$ cat config.mk
export PLATFORM = sky130hd
export DESIGN_NAME = gated_pulse_stimulus_timer_core
export DESIGN_NICKNAME = d
export VERILOG_FILES = /design/src/rtl/gpst_pkg.sv /design/src/rtl/gated_pulse_stimulus_timer_core.sv
export SDC_FILE = /design/constraint.sdc
export NUM_CORES = 1
export LEC_CHECK = 0
export ABC_CLOCK_PERIOD_IN_PS = 14150
export BUFFER_PORTS_ARGS = -buffer_cell sky130_fd_sc_hd__buf_4
export CORE_UTILIZATION = 60
export DETAILED_ROUTE_END_ITERATION = 16
export PLACE_DENSITY = 0.8
export SYNTH_ARGS = -nofsm -noshare
export SYNTH_HDL_FRONTEND = slang
export SYNTH_SLANG_ARGS = --single-unit
export TNS_END_PERCENT = 50
$ cat constraint.sdc
create_clock -name clk -period 14.15 [get_ports clk]
set_input_delay 3.5375 -clock clk [delete_from_list [all_inputs] [get_ports clk]]
set_output_delay 3.5375 -clock clk [all_outputs]
set_load 0.01 [all_outputs]
$ cat src/rtl/gpst_pkg.sv
// gpst_pkg: widths, register indexes and stream layout of the gated pulse stimulus timer
// self-contained, no dependencies
// used by the core, its port checker, the drive checker and tb_top
package gpst_pkg;

    localparam int TIME_W     = 32;
    localparam int FREQ_W     = 10;
    localparam int CFG_IDX_W  = 3;
    localparam int CFG_DATA_W = 32;

    // stream layout, fields packed from bit 0 and padded to whole bytes
    localparam int S_TDATA_W  = 72;
    localparam int S_TUSER_W  = 1;
    localparam int M_TDATA_W  = 72;

    localparam int S_NOW_LSB  = 0;
    localparam int S_REND_LSB = 32;
    localparam int S_RUN_BIT  = 64;

    localparam int M_ON_BIT    = 0;
    localparam int M_ACT_BIT   = 1;
    localparam int M_END_BIT   = 2;
    localparam int M_START_LSB = 3;
    localparam int M_STOP_LSB  = 35;

    // configuration register indexes
    localparam logic [CFG_IDX_W-1:0] REG_ARMED    = 3'd0;
    localparam logic [CFG_IDX_W-1:0] REG_MODE     = 3'd1;
    localparam logic [CFG_IDX_W-1:0] REG_DURATION = 3'd2;
    localparam logic [CFG_IDX_W-1:0] REG_FREQ     = 3'd3;
    localparam logic [CFG_IDX_W-1:0] REG_OFFSET   = 3'd4;

    // stimulus modes
    localparam logic MODE_CYCLE  = 1'b0;
    localparam logic MODE_REWARD = 1'b1;

    // item kinds on s_tuser
    localparam logic ACT_TICK    = 1'b0;
    localparam logic ACT_TRIGGER = 1'b1;

    localparam logic [TIME_W-1:0] DURATION_RST = 32'd1000;
    localparam logic [FREQ_W-1:0] FREQ_RST     = 10'd20;

endpackage

$ cat src/rtl/gated_pulse_stimulus_timer_core.sv
// gated_pulse_stimulus_timer_core: stimulus drive timer with a bit-serial half-period divider
// depends on gpst_pkg for widths, register indexes and stream layout
//
// usage
//   s_* carries one item per millisecond tick or reward trigger: s_tuser is the
//   kind (tick or trigger), s_tdata the time stamp, the reward end stamp and
//   the run flag. m_* returns exactly one result item per input item: drive
//   level, period state, an end flag and the ended stimulus start and end
//   relative to the session offset.
//   cfg_we/cfg_index/cfg_data write the five settings registers, only while idle.
// processing
//   the half-period duration_ms / frequency_hz / 2 is worked out for every item
//   by a restoring 32-step divider that yields one quotient bit per cycle.
//   after it come the period decision, the pulse decision and the report
//   stage. a new item is taken only in idle, once the result of the last one
//   has left the report stage for the output register.
// reset
//   rst_n clears all state: period inactive, drive off, time stamps zero,
//   settings back to disarmed, cycle mode, 1000 ms, 20 Hz, offset zero.
// back-pressure
//   the result sits in an output register; the block takes the next item while
//   it waits. a second result waits in the report stage until m_tready frees
//   the register, and no further item is taken meanwhile.
module gated_pulse_stimulus_timer_core
    import gpst_pkg::*;
(
    input  logic                  clk,
    input  logic                  rst_n,
    // configuration write port
    input  logic                  cfg_we,
    input  logic [CFG_IDX_W-1:0]  cfg_index,
    input  logic [CFG_DATA_W-1:0] cfg_data,
    // input items
    input  logic                  s_tvalid,
    output logic                  s_tready,
    input  logic [S_TDATA_W-1:0]  s_tdata,   // now_ms[31:0], reward_end_ms[63:32], run_enable[64], zero pad
    input  logic [S_TUSER_W-1:0]  s_tuser,   // action[0]
    // result items
    output logic                  m_tvalid,
    input  logic                  m_tready,
    output logic [M_TDATA_W-1:0]  m_tdata    // output_on[0], stim_active[1], stim_ended[2],
                                             // stim_start_rel[34:3], stim_end_rel[66:35], zero pad
);

    typedef enum logic [2:0] {
        ST_IDLE,
        ST_DIV,
        ST_PERIOD,
        ST_PULSE,
        ST_REPORT
    } state_t;

    localparam int CNT_W = $clog2(TIME_W);

    state_t              state_reg,    state_next;
    // settings
    logic                armed_reg,    armed_next;
    logic                mode_reg,     mode_next;
    logic [TIME_W-1:0]   dur_reg,      dur_next;
    logic [FREQ_W-1:0]   freq_reg,     freq_next;
    logic [TIME_W-1:0]   offset_reg,   offset_next;
    // timer state
    logic                active_reg,   active_next;
    logic                drive_reg,    drive_next;
    logic [TIME_W-1:0]   lpt_reg,      lpt_next;     // last period toggle
    logic [TIME_W-1:0]   lht_reg,      lht_next;     // last half-period toggle
    logic [TIME_W-1:0]   start_reg,    start_next;
    logic [TIME_W-1:0]   rew_end_reg,  rew_end_next;
    // captured item
    logic                act_reg,      act_next;
    logic [TIME_W-1:0]   now_reg,      now_next;
    logic [TIME_W-1:0]   rend_reg,     rend_next;
    logic                run_reg,      run_next;
    // divider: dividend shifts out at the top, quotient bits shift in at the bottom
    logic [TIME_W-1:0]   quo_reg,      quo_next;
    logic [FREQ_W-1:0]   rem_reg,      rem_next;
    logic [CNT_W-1:0]    cnt_reg,      cnt_next;
    // per-item results
    logic                ended_reg,    ended_next;
    logic [TIME_W-1:0]   start_rel_reg, start_rel_next;
    logic                out_valid_reg, out_valid_next;
    logic [M_TDATA_W-1:0] out_data_reg, out_data_next;

    logic                in_take;
    logic                go;
    logic [FREQ_W-1:0]   divisor;
    logic [FREQ_W:0]     rem_shift;
    logic                rem_ge;
    logic [FREQ_W:0]     rem_diff;
    logic [TIME_W-1:0]   half;
    logic [TIME_W-1:0]   since;
    logic [TIME_W-1:0]   rend_eff;
    logic                active_eff;
    logic [TIME_W-1:0]   end_rel;

    assign s_tready = (state_reg == ST_IDLE);
    assign in_take  = s_tvalid && s_tready;
    assign m_tvalid = out_valid_reg;
    assign m_tdata  = out_data_reg;

    assign go = armed_reg && run_reg;

    // zero frequency counts as one
    assign divisor   = (freq_reg == '0) ? FREQ_W'(1) : freq_reg;
    assign rem_shift = {rem_reg, quo_reg[TIME_W-1]};
    assign rem_ge    = (rem_shift >= {1'b0, divisor});
    assign rem_diff  = rem_shift - {1'b0, divisor};
    // quotient by two
    assign half      = {1'b0, quo_reg[TIME_W-1:1]};

    assign rend_eff   = act_reg ? rend_reg : rew_end_reg;
    assign active_eff = act_reg || active_reg;

    always_comb
    begin
        state_next     = state_reg;
        armed_next     = armed_reg;
        mode_next      = mode_reg;
        dur_next       = dur_reg;
        freq_next      = freq_reg;
        offset_next    = offset_reg;
        active_next    = active_reg;
        drive_next     = drive_reg;
        lpt_next       = lpt_reg;
        lht_next       = lht_reg;
        start_next     = start_reg;
        rew_end_next   = rew_end_reg;
        act_next       = act_reg;
        now_next       = now_reg;
        rend_next      = rend_reg;
        run_next       = run_reg;
        quo_next       = quo_reg;
        rem_next       = rem_reg;
        cnt_next       = cnt_reg;
        ended_next     = ended_reg;
        start_rel_next = start_rel_reg;
        out_data_next  = out_data_reg;
        out_valid_next = out_valid_reg;
        since          = now_reg - lpt_reg;
        end_rel        = now_reg - offset_reg;

        if (cfg_we)
        begin
            case (cfg_index)
                REG_ARMED:    armed_next  = cfg_data[0];
                REG_MODE:     mode_next   = cfg_data[0];
                REG_DURATION: dur_next    = cfg_data[TIME_W-1:0];
                REG_FREQ:     freq_next   = cfg_data[FREQ_W-1:0];
                REG_OFFSET:   offset_next = cfg_data[TIME_W-1:0];
                default:      ;
            endcase
        end

        if (out_valid_reg && m_tready)
        begin
            out_valid_next = 1'b0;
        end

        case (state_reg)
            ST_IDLE:
            begin
                if (in_take)
                begin
                    act_next   = s_tuser[0];
                    now_next   = s_tdata[S_NOW_LSB +: TIME_W];
                    rend_next  = s_tdata[S_REND_LSB +: TIME_W];
                    run_next   = s_tdata[S_RUN_BIT];
                    quo_next   = dur_reg;
                    rem_next   = '0;
                    cnt_next   = '0;
                    ended_next = 1'b0;
                    state_next = ST_DIV;
                end
            end

            ST_DIV:
            begin
                quo_next = {quo_reg[TIME_W-2:0], rem_ge};
                rem_next = rem_ge ? rem_diff[FREQ_W-1:0] : rem_shift[FREQ_W-1:0];
                cnt_next = cnt_reg + CNT_W'(1);
                if (cnt_reg == CNT_W'(TIME_W - 1))
                begin
                    state_next = ST_PERIOD;
                end
            end

            ST_PERIOD:
            begin
                if (go && mode_reg == MODE_CYCLE)
                begin
                    since = now_reg - lpt_reg;
                    if (since >= dur_reg)
                    begin
                        lpt_next = now_reg;
                        if (active_reg)
                        begin
                            active_next = 1'b0;
                            ended_next  = 1'b1;
                        end
                        else
                        begin
                            active_next = 1'b1;
                            start_next  = now_reg;
                        end
                    end
                end
                else if (go)
                begin
                    // a trigger latches the end stamp and may extend a running stimulus
                    if (act_reg == ACT_TRIGGER)
                    begin
                        rew_end_next = rend_reg;
                    end
                    active_next = active_eff;
                    if (active_eff)
                    begin
                        if (now_reg <= rend_eff)
                        begin
                            if (!drive_reg)
                            begin
                                start_next = now_reg;
                                drive_next = 1'b1;
                            end
                        end
                        else
                        begin
                            active_next = 1'b0;
                            ended_next  = 1'b1;
                        end
                    end
                    else
                    begin
                        drive_next = 1'b0;
                    end
                end
                state_next = ST_PULSE;
            end

            ST_PULSE:
            begin
                if (go && mode_reg == MODE_CYCLE)
                begin
                    if (active_reg)
                    begin
                        since = now_reg - lht_reg;
                        if (since >= half)
                        begin
                            lht_next   = now_reg;
                            drive_next = !drive_reg;
                        end
                    end
                    else
                    begin
                        drive_next = 1'b0;
                    end
                end
                start_rel_next = start_reg - offset_reg;
                state_next     = ST_REPORT;
            end

            ST_REPORT:
            begin
                // wait here while the previous result is still unclaimed
                if (!out_valid_reg || m_tready)
                begin
                    out_data_next = '0;
                    out_data_next[M_ON_BIT]  = drive_reg;
                    out_data_next[M_ACT_BIT] = active_reg;
                    out_data_next[M_END_BIT] = ended_reg;
                    if (ended_reg)
                    begin
                        out_data_next[M_START_LSB +: TIME_W] = start_rel_reg;
                        out_data_next[M_STOP_LSB +: TIME_W]  = end_rel;
                    end
                    out_valid_next = 1'b1;
                    state_next     = ST_IDLE;
                end
            end

            default:
            begin
                state_next = ST_IDLE;
            end
        endcase
    end

    always_ff @(posedge clk or negedge rst_n)
    begin
        if (!rst_n)
        begin
            state_reg     <= ST_IDLE;
            armed_reg     <= 1'b0;
            mode_reg      <= MODE_CYCLE;
            dur_reg       <= DURATION_RST;
            freq_reg      <= FREQ_RST;
            offset_reg    <= '0;
            active_reg    <= 1'b0;
            drive_reg     <= 1'b0;
            lpt_reg       <= '0;
            lht_reg       <= '0;
            start_reg     <= '0;
            rew_end_reg   <= '0;
            act_reg       <= 1'b0;
            now_reg       <= '0;
            rend_reg      <= '0;
            run_reg       <= 1'b0;
            quo_reg       <= '0;
            rem_reg       <= '0;
            cnt_reg       <= '0;
            ended_reg     <= 1'b0;
            start_rel_reg <= '0;
            out_valid_reg <= 1'b0;
            out_data_reg  <= '0;
        end
        else
        begin
            state_reg     <= state_next;
            armed_reg     <= armed_next;
            mode_reg      <= mode_next;
            dur_reg       <= dur_next;
            freq_reg      <= freq_next;
            offset_reg    <= offset_next;
            active_reg    <= active_next;
            drive_reg     <= drive_next;
            lpt_reg       <= lpt_next;
            lht_reg       <= lht_next;
            start_reg     <= start_next;
            rew_end_reg   <= rew_end_next;
            act_reg       <= act_next;
            now_reg       <= now_next;
            rend_reg      <= rend_next;
            run_reg       <= run_next;
            quo_reg       <= quo_next;
            rem_reg       <= rem_next;
            cnt_reg       <= cnt_next;
            ended_reg     <= ended_next;
            start_rel_reg <= start_rel_next;
            out_valid_reg <= out_valid_next;
            out_data_reg  <= out_data_next;
        end
    end

endmodule

# Word-level counts from Yosys, hierarchy flattened
# Index checks and enable logic that the tools add are counted.
# word_totals
latch_bits	0
input_bits	113
rom_bits	0
output_inout_bits	74
ramBits	0
reg_bits	423
memories	0
# classes
n_div	0
muxes	46
reduce_logical	33
n_addsub	6
shift	0
magnitude_cmp	4
bitwise_logic	2
n_mul	0
eq_ne	25
# ops
operator	count
32-bit two-way mux	9
32-bit subtractor	4
64-bit two-way mux	1
32-bit case mux with 2 select lines	1
32-bit by 31-bit >= comparator with 1-bit output	1
32-bit >= comparator	1
32-bit less-or-equal comparator	1
10-bit two-way mux	3
1-bit two-way mux	23
3-bit inequality test, second input constant	7
10-bit case mux with 2 select lines	1
2-bit AND reduction	8
3-bit case mux with 5 select lines	1
7-bit AND reduction	2
3-bit by 2-bit == test with 1-bit output, second input constant	4
2-bit inequality test, second input constant	6
3-bit AND reduction	4
2-bit nonzero test	6
11-bit by 10-bit >= comparator with 1-bit output	1
10-bit zero test	1
5-bit case mux with 2 select lines	1
10-bit subtractor	1
3-bit two-way mux	3
3-bit by 1-bit == test with 1-bit output, second input constant	2
13 further kinds	24

# Depth between registers and ports, before layout
# Gate-level depths: netlist of the first run.
# depth
ltp_word	7
mapped_depth	24
depth_no_buf	23

# Least setup slack after synthesis of the first run
# OpenSTA, ideal clock, no wires.
# synth_timing
path_type	reg2reg
start	register now_reg[0]
end	register lht_reg[10]
setup_slack_ns	9.249
arrival_ns	4.777
path_stages_with_launch	25
n_path_buf	1
period_less_slack_ns	4.901
cell_sequence	dfrtp_1 -> inv_1 -> ha_1 -> inv_1 -> fa_1 -> a21o_1 -> a31oi_1 -> o22ai_1 -> or4b_1 -> a32o_1 -> o21ai_0 -> nand2b_1 -> a21boi_1 -> xnor2_1 -> ha_1 -> a21o_1 -> a211o_1 -> o22a_1 -> nand4_1 -> o21ai_0 -> a21oi_1 -> nand3b_1 -> nand4_1 -> buf_2 -> mux2_2
# synth_between
elab_chain_len	3
# synth_lines
element	line_no	rtl
start: declaration	gated_pulse_stimulus_timer_core.sv:71	logic [TIME_W-1:0] now_reg, now_next;
start signal: assignment	gated_pulse_stimulus_timer_core.sv:330	now_reg <= now_next;
32-bit subtractor	gated_pulse_stimulus_timer_core.sv:245	since = now_reg - lht_reg;
32-bit by 31-bit >= comparator with 1-bit output	gated_pulse_stimulus_timer_core.sv:246	if (since >= half)
4-bit AND reduction (no source line)	-	
end signal: assignment	gated_pulse_stimulus_timer_core.sv:326	lht_reg <= lht_next;
end: declaration	gated_pulse_stimulus_timer_core.sv:66	logic [TIME_W-1:0] lht_reg, lht_next;
# Every way passes these cells.
# A chain may end at the register's enable or synchronous reset.

# Final worst setup path of the first run
# layout_timing
start	register now_reg[1]
end	register start_reg[24]
# layout_between
elab_chain_len	4
word_cells_on_any_way	6
classes_between	add/sub (1); order compare (2); eq/ne (1); reduce/logical (2)
# layout_lines
element	line_no	rtl
32-bit subtractor	gated_pulse_stimulus_timer_core.sv:191	since = now_reg - lpt_reg;
32-bit >= comparator	gated_pulse_stimulus_timer_core.sv:192	if (since >= dur_reg)
2-bit by 1-bit inequality test with 1-bit output (no source line)	-	
7-bit AND reduction (no source line) (*)	-	
end signal: assignment	gated_pulse_stimulus_timer_core.sv:327	start_reg <= start_next;
end: declaration	gated_pulse_stimulus_timer_core.sv:67	logic [TIME_W-1:0] start_reg, start_next;
# Every way passes the cells marked *; elsewhere a longest branch is shown, timed or not.

==> results of run 1 <==
-- kinds of logic (layout without fill, tap and decap cells) --
kind of cell | count (synthesis) | in the layout | share of synthesized area [%]
AO/OA/AOI/OAI | 674 | 674 | 16.7
XOR/XNOR | 114 | 114 | 3.95
adder cells (fa/ha/maj) | 236 | 236 | 11.8
buffers and inverters | 293 | 487 | 4.48
flip-flops | 423 | 423 | 42.0
multiplexers | 217 | 217 | 9.47
other | 1 | 5 | 0.0148
AND/OR/NAND/NOR | 651 | 651 | 11.6
-- layout make-up --
type	instances	area [um2]
fill	3084	12400
tap	532	666
clock buffer	58	1250
inverter	198	743
sequential	423	10600
multi-input combinational	1897	13600
timing repair buffer	209	1590
clock inverter	22	344
-- worst min-delay path by stage --
stage	start	endpoint	slack, ns	cells after the start
floorplan	start_rel_reg[16]	start_rel_reg[16]	0.44	2
global placement	start_rel_reg[16]	start_rel_reg[16]	0.46	2
detailed placement	start_rel_reg[3]	start_rel_reg[3]	0.47	2
CTS	start_rel_reg[3]	start_rel_reg[3]	0.48	2
global route	m_tdata[28]	m_tdata[28]	0.50	2
finish	m_tdata[6]	m_tdata[6]	0.48	2
-- synthesized netlist by cell type (all sizes together), types with 6 or more instances --
library cell	number
and3	12
a21oi	118
or2	9
a21boi	8
o21bai	10
nand3	30
a221oi	7
o31ai	17
o211ai	14
nor4	7
inv	198
nand2	367
a31oi	15
nand3b	6
a2111oi	6
clkbuf	76
and2	12
ha	231
a22oi	35
o21a	19
nor3	27
or3	10
a221o	6
dfstp	8
buf	19
a21o	76
dfrtp	415
nor2	77
xnor2	74
a211oi	18
mux2	176
nor2b	24
a211o	6
o21ai	273
nand2b	25
nand4	34
o22ai	10
xor2	40
mux2i	41
-- critical path, delay by kind of cell (launching register included) --
kind	cells	cell delay, ns
AO/OA/AOI/OAI	10	2.66
AND/OR/NAND/NOR	5	1.45
flip-flops	1	0.78
adder cells (fa/ha/maj)	2	0.68
multiplexers	1	0.35
buffers and inverters	1	0.29
XOR/XNOR	1	0.09
-- power breakdown --
part | internal [W] | switching, W | leakage, nW
sequential | 0.00146 | 0.000256 | 5.52
clock | 0.000788 | 0.000490 | 0.789
combinational | 0.00144 | 0.00185 | 7.41
-- cells in the final DEF, fill, tap and decap left out, types with 13 or more instances in the layout --
master	instances
a22oi_1	35
o21ai_0	266
a21o_1	75
a211oi_1	18
nand3_1	29
o21a_1	19
mux2i_1	41
o211ai_1	13
mux2_2	175
inv_1	198
xnor2_1	74
nand4_1	34
nor2_1	74
ha_1	231
buf_4	207
dfrtp_1	414
o31ai_1	16
a21oi_1	117
nor2b_1	24
clkbuf_16	45
xor2_1	40
nand2_1	367
a31oi_1	15
nand2b_1	25
nor3_1	26
-- metrics by stage --
| step | total power (W) | util (%) | instance area [um2] | instances | setup WS [ns] |
|---|---|---|---|---|---|
| floorplan | 0.00405 | - | 25300 | 2613 | 9.25 |
| global placement | 0.00481 | 66.0 | 27200 | 3259 | 7.93 |
| detailed placement | 0.00495 | 66.0 | 27200 | 3259 | 7.79 |
| CTS | 0.00627 | 69.9 | 28800 | 3339 | 7.65 |
| global route | 0.00677 | 69.9 | 28800 | 3339 | 7.34 |
| finish | 0.00628 | 69.9 | 28800 | 3339 | 7.69 |
-- per-layer routing --
| metal | track usage, % | part of all wire [%] |
|---|---|---|
| met1 | 41.9 | 46 |
| met2 | 47.3 | 45 |
| met3 | 3.67 | 5.6 |
| met4 | 11.3 | 3.3 |
| met5 | 0 | 0 |
==> results_dict.tcl, run 1 <==
set metrics [dict create \
    status "complete, no violations" \
    crit_slowest_cell "dfrtp_1" \
    synthTopCellsByArea "dfrtp_1 41%, ha_1 11%, mux2_2 7.8%" \
    track_usage_pct 29.8 \
    p_leak_nw 13.7 \
    cp_max_fo 32 \
    yosysWarnings 0 \
    path_cells "ha_1 -> nor2b_1 -> o31ai_1 -> a211oi_1 -> or3_4 -> a311oi_4 -> o21ai_2 -> a221o_1 -> a21oi_2 -> xnor2_1 -> ha_1 -> nand4_1 -> nor2_1 -> nor4b_1 -> o21ai_0 -> o21ai_0 -> o21a_1 -> o211ai_2 -> buf_4 -> mux2_1" \
    ys_ff_latch 423 \
    timing.final.crit_period_ns 6.46 \
    synthToLayoutAreaGrowth_pct 14.0 \
    finalSetupViolations 0 \
    ctsLongestPathBuffers 3 \
    cap_violations 0 \
    synthArstFlopShare_pct 100 \
    fmax_ghz 0.155 \
    fin_setup_tns_ns 0 \
    synth_edf_count 0 \
    largest_reg_flops 67 \
    post-cts-setup-buffers 0 \
    die_h_um 207 \
    critPathKind "flop to flop" \
    diodes 0 \
    grt_pass1_vias 20000 \
    vias_per_cell 5.93 \
    cts_inserted_buffers 44 \
    gp_congestion 0.937 \
    grt_pass1_wl_um 103000 \
    yosysTopAreaCell "dfrtp_1" \
    hold_violations 0 \
    cts.sinks 423 \
    cp_slowest_stage_delay_ns 0.78 \
    startpoint "now_reg[1]" \
    path_clk_slew_ns 0.06 \
    r2r_setup_slack_ns 7.69 \
    antenna_found_initial 0 \
    worst_slew_pin_slew_ns 1.16 \
    max_slew_margin_pct 22.3 \
    period_share_pct 45.6 \
    dp_hpwl_um 46600 \
    routedWlPerCell_um 18.7 \
    syn_inst 2609 \
    grt.overflow.total 0 \
    maxSlewViolCount 0 \
    core_area_um2 41200 \
    post_synth.cell_area_avg_um2 9.68 \
    rsz0062_at_grt "no" \
    post-route-drc-count 0 \
    cts-root-buf "clkbuf_16" \
    die_area_um2 42900 \
    synth_top_cell_area_share_pct 41.1 \
    grt_max_degree 169 \
    firstDrtPassIters 5 \
    crit_required_ns 14.60 \
    synthDistinctLibCells 83 \
    ant_nets 0 \
    worst_clock_skew_ns 0.0189 \
    reg2reg_depth 20 \
    drt_iter0_drc 1617 \
    htree_levels 2 \
    vdd_drop_max_v 0.000199 \
    powerDensity_nw_per_um2 218 \
    synthFlopType "dfrtp_1" \
    port_buffers 174 \
    critical_path_arrival_ns 6.90 \
    startpoint_type "flop" \
    layout-drive-gt1-share_pct 17.9 \
    whs_ns 0.477 \
    die_w_um 207 \
    crit_path_end_kind "flop" \
    hold_class "flop to flop" \
    rows 74 \
    cts_hold_buf 0 \
    worstSkewPairLatency_ns 0.58 \
    r2r-end "start_reg[24]" \
    floorplan.io_pins 187 \
    critPathCapture "start_reg[24]" \
    cts_tree "done" \
    rr_startpoint "now_reg[1]" \
    vias 19800 \
    initial_core_util_pct 61.3 \
    cts_resized 0 \
    wl_um 62500 \
    nNetsFinal 3122 \
    syn_area_um2 25300 \
    ys_seq_area_share_pct 42.0 \
]
Power figures use the tool's default switching activity.
==> run 2: changes to the inputs <==
--- a/config.mk
+++ b/config.mk
@@ -5,11 +5,11 @@
 export SDC_FILE = /design/constraint.sdc
 export NUM_CORES = 1
 export LEC_CHECK = 0
-export ABC_CLOCK_PERIOD_IN_PS = 14150
+export ABC_CLOCK_PERIOD_IN_PS = 5750
 export BUFFER_PORTS_ARGS = -buffer_cell sky130_fd_sc_hd__buf_4
-export CORE_UTILIZATION = 60
+export CORE_UTILIZATION = 56
 export DETAILED_ROUTE_END_ITERATION = 16
-export PLACE_DENSITY = 0.8
+export PLACE_DENSITY = 0.78
 export SYNTH_ARGS = -nofsm -noshare
 export SYNTH_HDL_FRONTEND = slang
 export SYNTH_SLANG_ARGS = --single-unit
==> constraint.sdc (replaced) <==
create_clock -name clk -period 5.75 [get_ports clk]
set_input_delay 1.4375 -clock clk [delete_from_list [all_inputs] [get_ports clk]]
set_output_delay 1.4375 -clock clk [all_outputs]
set_load 0.01 [all_outputs]
==> results_dict.tcl, run 2 (synthesis gave the netlist of run 1 again) <==
set metrics [dict create \
    grt.overflow.total 0 \
    critical_path_arrival_ns 5.97 \
    cts_tree "done" \
    htree_levels 2 \
    critPathKind "flop to flop" \
    ctsLongestPathBuffers 3 \
    crit_path_end_kind "flop" \
    antenna_found_initial 0 \
    critPathBufInv 4 \
    cts.sinks 423 \
    path_clk_slew_ns 0.06 \
    initial_core_util_pct 57.0 \
    utilization_pct 65.9 \
    layout_commonest_cell "dfrtp_1" \
    layout-drive-gt1-share_pct 19.1 \
    grt_pass1_wl_um 101000 \
    r2r-end "lht_reg[21]" \
    dp_cells 3341 \
    hold_violations 0 \
    vias 19900 \
    firstDrtPassIters 5 \
    hold_class "flop to flop" \
    die_w_um 214 \
    worstSkewPairLatency_ns 0.60 \
    core_area_um2 44300 \
    rr_startpoint "now_reg[0]" \
    cts_inserted_buffers 47 \
    startpoint_type "flop" \
    cts-root-buf "clkbuf_16" \
    startpoint "now_reg[0]" \
    rows 77 \
    r2r_setup_slack_ns 0.25 \
    cp_slowest_stage_delay_ns 0.51 \
    layout_common_cells "414 x dfrtp_1, 367 x nand2_1, 266 x o21ai_0" \
    reg2reg_depth 25 \
    routedWlPerCell_um 18.3 \
    nNetsFinal 3151 \
    maxSlewViolCount 0 \
    drt_iter0_drc 1200 \
    wl_um 62700 \
    placed_cell_area_um2 27500 \
    period_share_pct 95.7 \
    cap_violations 0 \
    grt_max_degree 116 \
    die_h_um 214 \
    floorplan.io_pins 187 \
    critical_path.top_delay_family "compound AO/OA/AOI/OAI gates" \
    p_leak_nw 13.9 \
    critPathCapture "lht_reg[21]" \
    post-route-drc-count 0 \
    finalNonFillerCells 3434 \
    port_buffers 174 \
    grt_pass1_vias 19800 \
    cp_max_fo 8 \
    synthToLayoutAreaGrowth_pct 15.7 \
    gp_congestion 0.938 \
    cp_num_cells 25 \
    final_cell_area_um2 29200 \
    vias_per_cell 5.80 \
    crit_slowest_cell "or4b_4" \
    track_usage_pct 27.3 \
    dp_hpwl_um 46900 \
    worst_slew_pin_slew_ns 1.29 \
    crit_required_ns 6.22 \
    status "complete, no violations" \
    finalSetupViolations 0 \
    fmax_ghz 0.182 \
    die_area_um2 46000 \
    timing.final.crit_period_ns 5.50 \
    nFillCells 3559 \
    powerDensity_nw_per_um2 540 \
    max_slew_margin_pct 13.9 \
    largest_reg_flops 67 \
    ant_nets 0 \
    worst_clock_skew_ns 0.0255 \
    vdd_drop_max_v 0.000350 \
]
run 2: cell count changes in the layout (fill, tap and decap cells not counted), sizes merged:
cell      change
clkbuf        +3
inv           +2
bufinv        -2
clkinv        +5
buf          +25
clkinvlp      +1
diode         +1
run 2: cell type report:
cell class                      count  area [um2]  area share, %
Multi-Input combinational cell   1897       13600           46.7
Sequential cell                   423       10600           36.3
Timing Repair Buffer              235        1870           6.39
Clock buffer                       60        1290           4.40
Inverter                          198         743           2.54
Tap cell                          592         741           2.54
Clock inverter                     28         345           1.18
Antenna cell                        1        2.50        0.00856
run 2: worst min path at each step:
stage | cells past startpoint | startpoint | end
floorplan | 2 | start_rel_reg[16] | start_rel_reg[16]
global placement | 2 | start_rel_reg[16] | start_rel_reg[16]
detailed placement | 2 | start_rel_reg[22] | start_rel_reg[22]
CTS | 2 | start_rel_reg[22] | start_rel_reg[22]
global route | 2 | rew_end_reg[20] | rew_end_reg[20]
finish | 2 | start_rel_reg[22] | start_rel_reg[22]
run 2: where the power goes:
part / leakage [nW] / internal [W] / total, W / switching (W)
combinational: 7.58 / 0.00367 / 0.00851 / 0.00484
sequential: 5.52 / 0.00360 / 0.00408 / 0.000479
clock: 0.804 / 0.00191 / 0.00318 / 0.00127
run 2: timing repair:
action / in CTS / in global routing
gates resized for setup: 0 / 11
hold endpoints to repair: 0 / 0
hold buffers: 0 / 0
setup endpoints to repair: 0 / 95
setup buffers: 0 / 2
run 2: metal layers:
metal	GRT usage, %	wire length, um	vias up
li1	-	-	9579
met3	3.33	3150	115
met4	8.98	1780	0
met5	0	0	-
met1	38.3	28900	9656
met2	44.0	28800	567
run 2: worst min-delay path, cell delays in order, from the launching register on:
cell     delay (ns)
dfrtp_1        0.34
nand2_1        0.05
o41ai_1        0.05
run 2: metrics by stage:
step / hold WS, ns / setup slack (ns) / TNS [ns] / power (W)
2_1_floorplan: 0.439 / 0.849 / 0 / 0.00997
3_3_place_gp: 0.458 / 0.236 / 0 / 0.0120
3_5_place_dp: 0.462 / 0.0877 / 0 / 0.0124
4_1_cts: 0.478 / 0.0492 / 0 / 0.0157
5_1_grt: 0.502 / -0.00153 / -0.00279 / 0.0169
6_report: 0.478 / 0.249 / 0 / 0.0158
==> run 3: changes to the inputs <==
--- a/config.mk
+++ b/config.mk
@@ -7,9 +7,10 @@
 export LEC_CHECK = 0
 export ABC_CLOCK_PERIOD_IN_PS = 5750
 export BUFFER_PORTS_ARGS = -buffer_cell sky130_fd_sc_hd__buf_4
-export CORE_UTILIZATION = 56
+export CORE_UTILIZATION = 57
+export CTS_BUF_LIST = sky130_fd_sc_hd__clkbuf_4
 export DETAILED_ROUTE_END_ITERATION = 16
-export PLACE_DENSITY = 0.78
+export PLACE_DENSITY = 0.79
 export SYNTH_ARGS = -nofsm -noshare
 export SYNTH_HDL_FRONTEND = slang
 export SYNTH_SLANG_ARGS = --single-unit
==> results_dict.tcl, run 3 (synthesis gave the netlist of run 1 again) <==
set metrics [dict create \
    initial_core_util_pct 58.2 \
    nNetsFinal 3216 \
    floorplan.io_pins 187 \
    critical_path.top_delay_family "compound AO/OA/AOI/OAI gates" \
    die_w_um 212 \
    critical_path_arrival_ns 6.19 \
    cts_tree "done" \
    max_slew_margin_pct 23.3 \
    core_area_um2 43400 \
    cts.sinks 423 \
    post-route-drc-count 0 \
    finalSetupViolations 0 \
    layout_setup_ws_ns 0.264 \
    reg2reg_depth 25 \
    layout-drive-gt1-share_pct 21.4 \
    layout_common_cells "414 x dfrtp_1, 367 x nand2_1, 264 x o21ai_0" \
    crit_required_ns 6.46 \
    cts-root-buf "clkbuf_4" \
    status "complete, no violations" \
    dp_slack_ns 0.124 \
    wl_um 62400 \
    utilization_pct 67.0 \
    p_comb_share_pct 55.5 \
    powerDensity_nw_per_um2 525 \
    finalPower_w 0.0153 \
    path_clk_slew_ns 0.06 \
    track_usage_pct 28.1 \
    worstSkewPairLatency_ns 0.91 \
    ant_nets 0 \
    grt_pass1_vias 20300 \
    rows 76 \
    fmax_ghz 0.182 \
    cp_slowest_stage_delay_ns 0.51 \
    hold_depth 2 \
    die_area_um2 45200 \
    switching_share_pct 43.0 \
    vdd_drop_max_v 0.000397 \
    rr_startpoint "now_reg[0]" \
    maxSlewViolCount 0 \
    synthToLayoutAreaGrowth_pct 15.0 \
    power_frac_clock_pct 17.6 \
    timing.final.crit_period_ns 5.49 \
    crit_path_end_kind "flop" \
    r2r-end "lht_reg[3]" \
    layout_commonest_cell "dfrtp_1" \
    final_cell_area_um2 29000 \
    antenna_found_initial 1 \
    cap_violations 0 \
    cts_inserted_buffers 110 \
    worst_clock_skew_ns 0.0910 \
    worst_slew_pin_slew_ns 1.15 \
    cp_num_cells 25 \
    ctsLongestPathBuffers 3 \
    crit_slowest_cell "or4b_4" \
    cp_max_fo 8 \
    drt_iter0_drc 1269 \
    seqPwrFrac_pct 26.9 \
    p_leak_nw 14.0 \
    critPathKind "flop to flop" \
    largest_reg_flops 67 \
    startpoint_type "flop" \
    fin_setup_tns_ns 0 \
    grt.overflow.total 0 \
    worstHoldStart "start_rel_reg[8]" \
    rsz0062_at_grt "no" \
    dp_hpwl_um 47000 \
    die_h_um 212 \
    whs_endpoint "start_rel_reg[8]" \
    htree_levels 3 \
    p_switching_w 0.00656 \
    intPower_w 0.00870 \
    critPathBufInv 4 \
    grt_max_degree 111 \
    port_buffers 174 \
    vias_per_cell 5.74 \
    r2r_setup_slack_ns 0.26 \
    hold_violations 0 \
    vias 20300 \
    gp_congestion 0.953 \
    grt_pass1_wl_um 101000 \
    period_share_pct 95.4 \
    firstDrtPassIters 6 \
    placed_cell_area_um2 27500 \
    routedWlPerCell_um 17.7 \
    hold_class "flop to flop" \
]
## run 3: cell types whose count changed in the layout (fill, tap and decap cells not counted), sizes merged
cell,previous run,this run
buf,234,235
clkinv,16,32
inv,200,199
clkinvlp,3,0
clkbuf,61,158
bufinv,7,4
## run 3: cell type report
cell class	count	area, um2
Inverter	198	743
Clock inverter	37	268
Multi-Input combinational cell	1897	13600
Antenna cell	1	2.50
Fill cell	3417	14300
Sequential cell	423	10600
Tap cell	585	732
Clock buffer	156	1170
Timing Repair Buffer	237	1910
## run 3: worst max-delay path by stage
stage                          to  slack, ns  startpoint
floorplan             lht_reg[10]       0.85  now_reg[0]
global placement    start_reg[24]       0.27  lpt_reg[1]
detailed placement  start_reg[24]       0.12  lpt_reg[1]
CTS                 start_reg[22]       0.17  lpt_reg[1]
global route        start_reg[21]       0.04  lpt_reg[6]
finish                 lht_reg[3]       0.26  now_reg[0]
## run 3: power by group through the flow
stage	logic [W]	clock network, W	registers, W
floorplan	0.00594	0	0.00403
global placement	0.00794	0	0.00410
detailed placement	0.00830	0	0.00414
CTS	0.00834	0.00275	0.00409
global route	0.00939	0.00290	0.00417
finish	0.00847	0.00268	0.00410
## run 3: per-stage QoR
stage,hold slack (ns),instances
6_report,0.478,3534
3_5_place_dp,0.468,3337
2_1_floorplan,0.439,2613
5_1_grt,0.492,3534
4_1_cts,0.482,3530
3_3_place_gp,0.461,3337
## run 3: layer usage
| layer | wire (um) | up-vias | track usage, % |
|---|---|---|---|
| met1 | 29000 | 9761 | 39.5 |
| met2 | 27700 | 614 | 43.3 |
| li1 | - | 9804 | - |
| met3 | 3730 | 100 | 4.51 |
| met5 | 0 | - | 0 |
| met4 | 1910 | 0 | 11.6 |
## run 3: what timing repair did
| item | 4_1_cts | 5_1_grt |
|---|---|---|
| gates resized for setup | 0 | 8 |
| buffers inserted | 0 | 1 |
| setup endpoints to repair | 0 | 93 |
| hold buffers | 0 | 0 |
## run 3: worst min-delay path, stage by stage (launching register included)
cell	delay, ns
dfrtp_1	0.34
nand2_1	0.05
o21ai_0	0.06
